==> config.mk <==
export PLATFORM = sky130hd
export DESIGN_NAME = irc_message_field_tagger
export DESIGN_NICKNAME = d
export VERILOG_FILES = /design/src/design/irc_mft_pkg.sv /design/src/design/irc_message_field_tagger.sv /design/src/design/irc_mft_queue.sv /design/src/design/irc_mft_front.sv /design/src/design/irc_mft_back.sv
export SDC_FILE = /design/constraint.sdc
export NUM_CORES = 1
export LEC_CHECK = 0
export BUFFER_PORTS_ARGS = -buffer_cell sky130_fd_sc_hd__buf_2
export CORE_MARGIN = 5
export CORE_UTILIZATION = 30
export CTS_BUF_LIST = sky130_fd_sc_hd__clkbuf_4 sky130_fd_sc_hd__clkbuf_8
export DETAILED_ROUTE_END_ITERATION = 6
export PLACE_DENSITY = 0.53
export SYNTH_ARGS = -nofsm -noshare
export SYNTH_HDL_FRONTEND = slang
export SYNTH_HIERARCHICAL = 1
export SYNTH_SLANG_ARGS = --single-unit
==> constraint.sdc <==
create_clock -name clk -period 8.1 [get_ports clk]
set_input_delay 0 -clock clk [delete_from_list [all_inputs] [get_ports clk]]
set_output_delay 0 -clock clk [all_outputs]
set_load 0.01 [all_outputs]
==> src/design/irc_mft_pkg.sv <==
// ----------------------------------------------------------------------------
// irc_mft_pkg
// Shared types and constants of the IRC message field tagger: field kinds,
// special byte codes, and the result and queue entry formats.
// ----------------------------------------------------------------------------
package irc_mft_pkg;

  // Defaults for top-level parameters
  localparam int MAX_PARAMS_DEF  = 15;
  localparam int QUEUE_DEPTH_DEF = 4;

  // Field kinds
  localparam logic [2:0] K_NICK     = 3'd0;
  localparam logic [2:0] K_USER     = 3'd1;
  localparam logic [2:0] K_HOST     = 3'd2;
  localparam logic [2:0] K_COMMAND  = 3'd3;
  localparam logic [2:0] K_MIDDLE   = 3'd4;
  localparam logic [2:0] K_TRAILING = 3'd5;
  localparam logic [2:0] K_END      = 3'd6;

  // Special bytes
  localparam logic [7:0] CH_COLON = 8'h3A;
  localparam logic [7:0] CH_BANG  = 8'h21;
  localparam logic [7:0] CH_AT    = 8'h40;
  localparam logic [7:0] CH_CR    = 8'h0D;
  localparam logic [7:0] CH_LF    = 8'h0A;
  localparam logic [7:0] CH_SPACE = 8'h20;
  localparam logic [7:0] CH_TAB   = 8'h09;

  // One tagged result
  typedef struct packed {
    logic [2:0] field_kind;
    logic [7:0] out_byte;
    logic       byte_valid;
    logic       token_start;
    logic [3:0] param_number;
    logic       param_overflow;
  } res_t;

  // One queue entry: a result, optionally preceded by a trailing space
  typedef struct packed {
    res_t res;
    logic pre_space;
  } pkt_t;

endpackage

==> src/design/irc_message_field_tagger.sv <==
// An accepted byte's result is written into the queue, then loaded into the output register,
// from which it is presented.
// Throughput: one byte per cycle while the queue is not full; whitespace bytes yield nothing,
// a byte that follows a gap in the trailing parameter yields a space result and then its own.
// The queue depth sets how long the input keeps taking bytes while the output stalls.
// Reset: synchronous, active low; clears parser state, queue and output valid.
// ----------------------------------------------------------------------------
// irc_message_field_tagger
// Tags each content byte of an IRC line with its field: prefix parts,
// command, numbered middle parameters, trailing parameter and end marker.
// ----------------------------------------------------------------------------
module irc_message_field_tagger #(
  parameter int MAX_PARAMS  = irc_mft_pkg::MAX_PARAMS_DEF,
  parameter int QUEUE_DEPTH = irc_mft_pkg::QUEUE_DEPTH_DEF
) (
  input  logic        clk,
  input  logic        rst_n,
  input  logic        in_tvalid,
  output logic        in_tready,
  input  logic [7:0]  in_tdata,   // [7:0] rx_byte
  output logic        out_tvalid,
  input  logic        out_tready,
  output logic [15:0] out_tdata,  // [7:0] out_byte, [8] byte_valid, [9] token_start,
                                  // [13:10] param_number, [14] param_overflow, [15] zero
  output logic [2:0]  out_tuser,  // [2:0] field_kind
  output logic        out_tlast   // last result of the input byte
);
  import irc_mft_pkg::*;

  logic q_push, q_full, q_pop, q_valid;
  pkt_t q_in, q_out;
  res_t res;

  irc_mft_front #(
    .MAX_PARAMS (MAX_PARAMS)
  ) u_front (
    .clk       (clk),
    .rst_n     (rst_n),
    .in_tvalid (in_tvalid),
    .in_tready (in_tready),
    .in_tdata  (in_tdata),
    .q_full    (q_full),
    .q_push    (q_push),
    .q_data    (q_in)
  );

  irc_mft_queue #(
    .WIDTH ($bits(pkt_t)),
    .DEPTH (QUEUE_DEPTH)
  ) u_queue (
    .clk        (clk),
    .rst_n      (rst_n),
    .push       (q_push),
    .push_data  (q_in),
    .full       (q_full),
    .pop        (q_pop),
    .head_valid (q_valid),
    .head_data  (q_out)
  );

  irc_mft_back u_back (
    .clk        (clk),
    .rst_n      (rst_n),
    .q_valid    (q_valid),
    .q_data     (q_out),
    .q_pop      (q_pop),
    .out_tvalid (out_tvalid),
    .out_tready (out_tready),
    .out_res    (res),
    .out_last   (out_tlast)
  );

  // Pack result fields
  assign out_tdata = {1'b0, res.param_overflow, res.param_number, res.token_start,
                      res.byte_valid, res.out_byte};
  assign out_tuser = res.field_kind;

endmodule

==> src/design/irc_mft_queue.sv <==
// ----------------------------------------------------------------------------
// irc_mft_queue
// Small register FIFO that decouples the classifier from the emitter.
// ----------------------------------------------------------------------------
module irc_mft_queue #(
  parameter int WIDTH = 16,
  parameter int DEPTH = 4
) (
  input  logic             clk,
  input  logic             rst_n,
  input  logic             push,
  input  logic [WIDTH-1:0] push_data,
  output logic             full,
  input  logic             pop,
  output logic             head_valid,
  output logic [WIDTH-1:0] head_data
);

  localparam int PW = (DEPTH > 1) ? $clog2(DEPTH) : 1;
  localparam int CW = $clog2(DEPTH + 1);

  logic [WIDTH-1:0] mem_r [DEPTH];
  logic [PW-1:0]    wr_ptr_r, wr_ptr_nxt;
  logic [PW-1:0]    rd_ptr_r, rd_ptr_nxt;
  logic [CW-1:0]    count_r, count_nxt;
  logic             do_push, do_pop;

  assign full       = (count_r == CW'(DEPTH));
  assign head_valid = (count_r != '0);
  assign head_data  = mem_r[rd_ptr_r];
  assign do_push    = push && !full;
  assign do_pop     = pop && head_valid;

  // Advance pointers with wrap at the depth
  always_comb begin
    wr_ptr_nxt = wr_ptr_r;
    rd_ptr_nxt = rd_ptr_r;
    count_nxt  = count_r;
    if (do_push) begin
      wr_ptr_nxt = (wr_ptr_r == PW'(DEPTH - 1)) ? '0 : wr_ptr_r + 1'b1;
    end
    if (do_pop) begin
      rd_ptr_nxt = (rd_ptr_r == PW'(DEPTH - 1)) ? '0 : rd_ptr_r + 1'b1;
    end
    case ({do_push, do_pop})
      2'b10:   count_nxt = count_r + 1'b1;
      2'b01:   count_nxt = count_r - 1'b1;
      default: count_nxt = count_r;
    endcase
  end

  always_ff @(posedge clk) begin
    if (!rst_n) begin
      wr_ptr_r <= '0;
      rd_ptr_r <= '0;
      count_r  <= '0;
    end else begin
      wr_ptr_r <= wr_ptr_nxt;
      rd_ptr_r <= rd_ptr_nxt;
      count_r  <= count_nxt;
    end
  end

  // Store entry
  always_ff @(posedge clk) begin
    if (do_push) begin
      mem_r[wr_ptr_r] <= push_data;
    end
  end

`ifndef SYNTHESIS
  a_count_bound: assert property (@(posedge clk) disable iff (!rst_n)
    count_r <= CW'(DEPTH))
    else $error("queue fill count exceeds depth");
`endif

endmodule

==> src/design/irc_mft_front.sv <==
// ----------------------------------------------------------------------------
// irc_mft_front
// Byte classifier: tracks the message phase and produces at most one queue
// entry per accepted byte.
// ----------------------------------------------------------------------------
module irc_mft_front #(
  parameter int MAX_PARAMS = irc_mft_pkg::MAX_PARAMS_DEF
) (
  input  logic              clk,
  input  logic              rst_n,
  input  logic              in_tvalid,
  output logic              in_tready,
  input  logic [7:0]        in_tdata,
  input  logic              q_full,
  output logic              q_push,
  output irc_mft_pkg::pkt_t q_data
);
  import irc_mft_pkg::*;

  localparam logic [3:0] LIMIT = 4'((MAX_PARAMS > 15) ? 15 : MAX_PARAMS);

  typedef enum logic [2:0] {
    PH_START, PH_PREFIX, PH_COMMAND, PH_PARAMS, PH_TRAILING
  } phase_t;

  phase_t     phase_r, phase_nxt;
  logic [1:0] prefix_part_r, prefix_part_nxt;
  logic       in_word_r, in_word_nxt;
  logic       cr_pending_r, cr_pending_nxt;
  logic       space_pending_r, space_pending_nxt;
  logic [3:0] param_count_r, param_count_nxt;
  logic       param_any_r, param_any_nxt;
  logic       overflow_seen_r, overflow_seen_nxt;

  logic       accept;
  logic       has_res;
  logic       is_end;
  logic       is_ws;
  logic [7:0] b;
  pkt_t       pkt;

  assign in_tready = !q_full;
  assign accept    = in_tvalid && in_tready;
  assign b         = in_tdata;
  assign is_ws     = (b == CH_SPACE) || (b >= CH_TAB && b <= CH_CR);
  assign is_end    = (b == CH_LF) && cr_pending_r;
  assign q_push    = accept && has_res;
  assign q_data    = pkt;

  // Classify byte and compute next state
  always_comb begin
    phase_nxt         = phase_r;
    prefix_part_nxt   = prefix_part_r;
    in_word_nxt       = in_word_r;
    cr_pending_nxt    = cr_pending_r;
    space_pending_nxt = space_pending_r;
    param_count_nxt   = param_count_r;
    param_any_nxt     = param_any_r;
    overflow_seen_nxt = overflow_seen_r;
    has_res           = 1'b0;
    pkt               = '0;

    if (is_end) begin
      // End marker, then return to the start of message
      has_res                  = 1'b1;
      pkt.res.field_kind       = K_END;
      pkt.res.token_start      = 1'b1;
      pkt.res.param_number     = param_count_r;
      pkt.res.param_overflow   = overflow_seen_r;
      phase_nxt         = PH_START;
      prefix_part_nxt   = K_NICK[1:0];
      in_word_nxt       = 1'b0;
      cr_pending_nxt    = 1'b0;
      space_pending_nxt = 1'b0;
      param_count_nxt   = '0;
      param_any_nxt     = 1'b0;
      overflow_seen_nxt = 1'b0;
    end else begin
      cr_pending_nxt = (b == CH_CR);
      if (is_ws) begin
        // Close the current word; note a gap inside the trailing parameter
        case (phase_r)
          PH_PREFIX:   phase_nxt = PH_COMMAND;
          PH_COMMAND:  if (in_word_r) phase_nxt = PH_PARAMS;
          PH_TRAILING: space_pending_nxt = 1'b1;
          default:     phase_nxt = phase_r;
        endcase
        in_word_nxt = 1'b0;
      end else begin
        pkt.res.out_byte   = b;
        pkt.res.byte_valid = 1'b1;
        case (phase_r)
          PH_START: begin
            if (b == CH_COLON) begin
              phase_nxt       = PH_PREFIX;
              prefix_part_nxt = K_NICK[1:0];
              in_word_nxt     = 1'b0;
            end else begin
              phase_nxt           = PH_COMMAND;
              has_res             = 1'b1;
              pkt.res.field_kind  = K_COMMAND;
              pkt.res.token_start = 1'b1;
              in_word_nxt         = 1'b1;
            end
          end
          PH_PREFIX: begin
            if (b == CH_COLON) begin
              prefix_part_nxt = K_NICK[1:0];
              in_word_nxt     = 1'b0;
            end else if (b == CH_BANG) begin
              prefix_part_nxt = K_USER[1:0];
              in_word_nxt     = 1'b0;
            end else if (b == CH_AT) begin
              prefix_part_nxt = K_HOST[1:0];
              in_word_nxt     = 1'b0;
            end else begin
              has_res             = 1'b1;
              pkt.res.field_kind  = {1'b0, prefix_part_r};
              pkt.res.token_start = !in_word_r;
              in_word_nxt         = 1'b1;
            end
          end
          PH_COMMAND: begin
            has_res             = 1'b1;
            pkt.res.field_kind  = K_COMMAND;
            pkt.res.token_start = !in_word_r;
            in_word_nxt         = 1'b1;
          end
          PH_PARAMS: begin
            has_res = 1'b1;
            if (!in_word_r) begin
              // Number the new parameter, saturating at the limit
              if (!param_any_r) begin
                param_any_nxt   = 1'b1;
                param_count_nxt = '0;
              end else if (param_count_r < LIMIT) begin
                param_count_nxt = param_count_r + 1'b1;
              end else begin
                overflow_seen_nxt = 1'b1;
              end
              pkt.res.param_number   = param_count_nxt;
              pkt.res.param_overflow = overflow_seen_nxt;
              pkt.res.token_start    = 1'b1;
              if (b == CH_COLON) begin
                phase_nxt          = PH_TRAILING;
                space_pending_nxt  = 1'b0;
                pkt.res.field_kind = K_TRAILING;
                pkt.res.out_byte   = '0;
                pkt.res.byte_valid = 1'b0;
              end else begin
                pkt.res.field_kind = K_MIDDLE;
                in_word_nxt        = 1'b1;
              end
            end else begin
              pkt.res.field_kind     = K_MIDDLE;
              pkt.res.param_number   = param_count_r;
              pkt.res.param_overflow = overflow_seen_r;
            end
          end
          PH_TRAILING: begin
            has_res                = 1'b1;
            pkt.pre_space          = space_pending_r;
            pkt.res.field_kind     = K_TRAILING;
            pkt.res.param_number   = param_count_r;
            pkt.res.param_overflow = overflow_seen_r;
            space_pending_nxt      = 1'b0;
            in_word_nxt            = 1'b1;
          end
          default: begin
            has_res = 1'b0;
          end
        endcase
      end
    end
  end

  // Hold parser state; update on each transfer
  always_ff @(posedge clk) begin
    if (!rst_n) begin
      phase_r         <= PH_START;
      prefix_part_r   <= K_NICK[1:0];
      in_word_r       <= 1'b0;
      cr_pending_r    <= 1'b0;
      space_pending_r <= 1'b0;
      param_count_r   <= '0;
      param_any_r     <= 1'b0;
      overflow_seen_r <= 1'b0;
    end else if (accept) begin
      phase_r         <= phase_nxt;
      prefix_part_r   <= prefix_part_nxt;
      in_word_r       <= in_word_nxt;
      cr_pending_r    <= cr_pending_nxt;
      space_pending_r <= space_pending_nxt;
      param_count_r   <= param_count_nxt;
      param_any_r     <= param_any_nxt;
      overflow_seen_r <= overflow_seen_nxt;
    end
  end

`ifndef SYNTHESIS
  a_end_resets: assert property (@(posedge clk) disable iff (!rst_n)
    (accept && is_end) |=> (phase_r == PH_START && param_count_r == '0
                            && !overflow_seen_r && !param_any_r))
    else $error("state not cleared after end of message");
  a_count_limit: assert property (@(posedge clk) disable iff (!rst_n)
    param_count_r <= LIMIT)
    else $error("parameter index above limit");
`endif

endmodule

==> src/design/irc_mft_back.sv <==
// ----------------------------------------------------------------------------
// irc_mft_back
// Result emitter: drains queue entries into the output register, splitting
// an entry with a pending trailing space into two results.
// ----------------------------------------------------------------------------
module irc_mft_back (
  input  logic              clk,
  input  logic              rst_n,
  input  logic              q_valid,
  input  irc_mft_pkg::pkt_t q_data,
  output logic              q_pop,
  output logic              out_tvalid,
  input  logic              out_tready,
  output irc_mft_pkg::res_t out_res,
  output logic              out_last
);
  import irc_mft_pkg::*;

  logic out_valid_r, out_valid_nxt;
  logic sp_done_r, sp_done_nxt;
  res_t out_res_r, out_res_nxt;
  logic out_last_r, out_last_nxt;
  logic load;

  assign load       = !out_valid_r || out_tready;
  assign out_tvalid = out_valid_r;
  assign out_res    = out_res_r;
  assign out_last   = out_last_r;

  // Load next result when the output register frees up
  always_comb begin
    q_pop         = 1'b0;
    out_valid_nxt = out_valid_r && !out_tready;
    out_res_nxt   = out_res_r;
    out_last_nxt  = out_last_r;
    sp_done_nxt   = sp_done_r;
    if (load && q_valid) begin
      out_valid_nxt = 1'b1;
      out_res_nxt   = q_data.res;
      if (q_data.pre_space && !sp_done_r) begin
        out_res_nxt.out_byte   = CH_SPACE;
        out_res_nxt.byte_valid = 1'b1;
        out_last_nxt           = 1'b0;
        sp_done_nxt            = 1'b1;
      end else begin
        out_last_nxt = 1'b1;
        sp_done_nxt  = 1'b0;
        q_pop        = 1'b1;
      end
    end
  end

  always_ff @(posedge clk) begin
    if (!rst_n) begin
      out_valid_r <= 1'b0;
      sp_done_r   <= 1'b0;
    end else begin
      out_valid_r <= out_valid_nxt;
      sp_done_r   <= sp_done_nxt;
    end
    out_res_r  <= out_res_nxt;
    out_last_r <= out_last_nxt;
  end

`ifndef SYNTHESIS
  a_space_then_byte: assert property (@(posedge clk) disable iff (!rst_n)
    (out_tvalid && out_tready && !out_last) |=>
      (out_tvalid && out_res.field_kind == K_TRAILING))
    else $error("inserted space not followed by its trailing byte");
  a_space_form: assert property (@(posedge clk) disable iff (!rst_n)
    (out_tvalid && !out_last) |->
      (out_res.out_byte == CH_SPACE && out_res.field_kind == K_TRAILING
       && out_res.byte_valid && !out_res.token_start))
    else $error("non-final result is not a trailing space");
`endif

endmodule

==> impl_metrics.yaml <==
finish:
  area_growth_pct: 14.4
  drive_gt1_frac: 0.205
  diodes: 0
  stdcell_count: 649
  layout_common_cells: "edfxtp_1 (95), buf_2 (32), nand2_1 (25), dfxtp_1 (25), and2_1 (21)"
  nets: 431
  mostFrequentLayoutCell: "edfxtp_1"
global_route:
  grtUsageTotal: 0.111
  grt_overflow: 0
  grt_pass1_vias: 3192
  grt_first_pass_wirelength_um: 17200
  antenna_found_initial: 0
  grt_max_degree: 29
timing:
  slew_viol_final: 0
  fin_tns_setup_ns: 0
  finClkSkew_ns: 0.0120
  tightest_slew_ns: 1.05
  rsz0062_at_grt: "no"
  layout_setup_ws_ns: 4.54
  final_hold_viol_count: 0
  max_freq_mhz: 281
  relSlewSlack: 0.301
  fin_crit_ns: 3.56
  setup_violations: 0
  fin_crit_sh: 0.439
cts:
  cts_num_sinks: 120
  post_cts_resized: 0
  ctsHtreeMaxLevel: 4
  clk_pin_slew_ns: 0.07
  cts_root_buf: "clkbuf_8"
  worstSkewPairLatency_ns: 0.43
  tritoncts: "yes"
  postCtsHoldBufs: 4
  numCtsBuffers: 17
  post_cts_buffers: 0
  clk_path_buf_depth: 2
floorplan:
  start_util: 0.307
  die_w_um: 143
  rows: 48
  die-area_um2: 20600
  die_h_um: 143
  core_um2: 17400
  ios: 34
worst_setup_path:
  crit_top_cell: "nor2b_1"
  slowest_delay_ns: 0.89
  path_buf_inv: 2
  r2r_slack_ns: 4.77
  crit_path_end_kind: "flop"
  cp.arrival_ns: 3.60
  cp_cell_sequence: "dlygate4sd3_1, buf_2, or3b_1, nand4b_1, nor2b_1, a221oi_1, nor2b_1, and2_1"
  slowest_stage: "and2_1"
  required_ns: 8.14
  critical-path-top-delay-family: "simple AND/OR/NAND/NOR gates"
  cp-startpoint: "in_tdata[6]"
  crit_type: "in2reg"
  start_kind: "input port"
  worstPathMaxFanout: 19
detailed_routing:
  drc: 0
  vias: 3108
  wl_per_cell_um: 16.4
  drt_wl_total_um: 10700
  drtIter0Drc: 162
  vias_per_cell: 4.79
  ant_nets: 0
  dr.pass1.iters: 4
synth:
  yosys.area_share.simple: 0.125
  synth_edf_count: 95
  synth_warnings: 6
  synth_compound_area_frac: 0.0921
  ys.flop_type: "edfxtp_1"
  syn_avg_cell_area_um2: 14.3
  synthCells: 373
  yosysUniqueCellTypes: 68
  syn_nets: 393
  netlist_area_um2: 5340
  synth-seq-area-share: 0.628
  async_reset_ff_frac: 0
  synth_mux_area_frac: 0.0961
  synth_top_family_by_area: "simple AND/OR/NAND/NOR gates"
  synthAdderAreaFrac: 0.0202
  ys_ff_latch: 120
  synth_xor_area_frac: 0.00328
power_and_ir_drop:
  ir_drop_mv: 0.119
  p_leak_nw: 2.04
  power_density_nw_per_um2: 285
  power.total_mw: 1.74
placed_design:
  dp.cells: 613
  routabilityCongestion: 0.789
  io_buffers: 32
  dpl_worst_slack_ns: 4.57
  place.detailed.hpwl_um: 7200
run:
  drv_cap: 0
min_path:
  hp-start: "in_tdata[2]"
  hp-class: "in2reg"
run_status:
  status: "complete, no violations"
synth_stat cells (3+ instances only):
master    instances  area (µm²)
a21boi_0          4        30.0
a21o_1            4        30.0
a21oi_1          12        60.1
and2_1           21         131
and3_1            4        25.0
buf_2             4        20.0
buf_6             3        33.8
clkbuf_1          6        22.5
dfxtp_1          25         500
edfxtp_1         95        2850
ha_1              7        87.6
inv_1            15        56.3
mux2i_1           4        40.0
mux4_1            9         236
mux4_2           10         225
nand2_1          25        93.8
nand2b_1          4        25.0
nand3_1           7        35.0
nand3b_1          3        22.5
nand4_1           3        18.8
nor2_1           17        63.8
nor2b_1           8        50.1
nor3_1            4        20.0
nor3b_1           4        30.0
o21a_1            3        22.5
o21ai_0          19        95.1
o21ai_1           3        15.0
o41ai_1           3        26.3
kinds of logic after synthesis:
logic type	after synthesis
multiplexers	24
AND/OR/NAND/NOR	117
adder cells (fa/ha/maj)	8
flip-flops	120
AO/OA/AOI/OAI	68
XOR/XNOR	2
buffers and inverters	33
other	1
worst paths after layout:
check                           cells past startpoint                        to
worst max-delay path                                8      u_queue/mem_r[2][14]
worst min-delay path                                3  u_front/prefix_part_r[0]
worst max register to register                     11        u_queue/count_r[2]
worst min register to register                      2  u_front/prefix_part_r[1]
registers in the layout, summed over array words and instances (netlist names), 2 cells and up, named ones only:
name,flops
u_queue/count_r,3
u_queue/rd_ptr_r,2
u_queue/wr_ptr_r,2
u_front/phase_r,3
u_front/param_count_r,4
u_back/out_res,18
u_queue/mem_r,76
u_front/prefix_part_r,2
worst min-delay path, cell delays in order:
cell and delay [ns]:
buf_2 0.15, nand4b_1 0.16, o21ai_0 0.09
power by group:
part	switching [mW]	total, mW	internal (mW)
combinational	0.209	0.358	0.149
sequential	0.0403	0.847	0.807
clock	0.248	0.536	0.288
through the flow:
stage                     hold WS (ns)  utilization  cell area [µm²]
after detailed placement         0.294        0.326             5660
after CTS                       0.0114        0.352             6110
final                           0.0306        0.352             6110
after floorplan                  0.149            -             5340
after global routing            0.0288        0.352             6110
after global placement           0.275        0.326             5660
area by class of cell:
class,instances,area (µm²)
multi-input cells,220,1800
inverters,15,56.3
clock buffers,19,255
repair buffers,37,208
fillers,1667,11300
well taps,225,282
clock inverters,13,150
flip-flops and latches,120,3350
metal layers:
metal / vias to the layer above / global-route usage / routed length (µm)
met1: 1536 / 0.134 / 4770
met3: 15 / 0.0306 / 379
met4: 0 / 0.0451 / 197
met5: - / 0 / 0
li1: 1508 / - / -
met2: 49 / 0.187 / 5320
No activity file was read; power rests on OpenSTA's default activity.
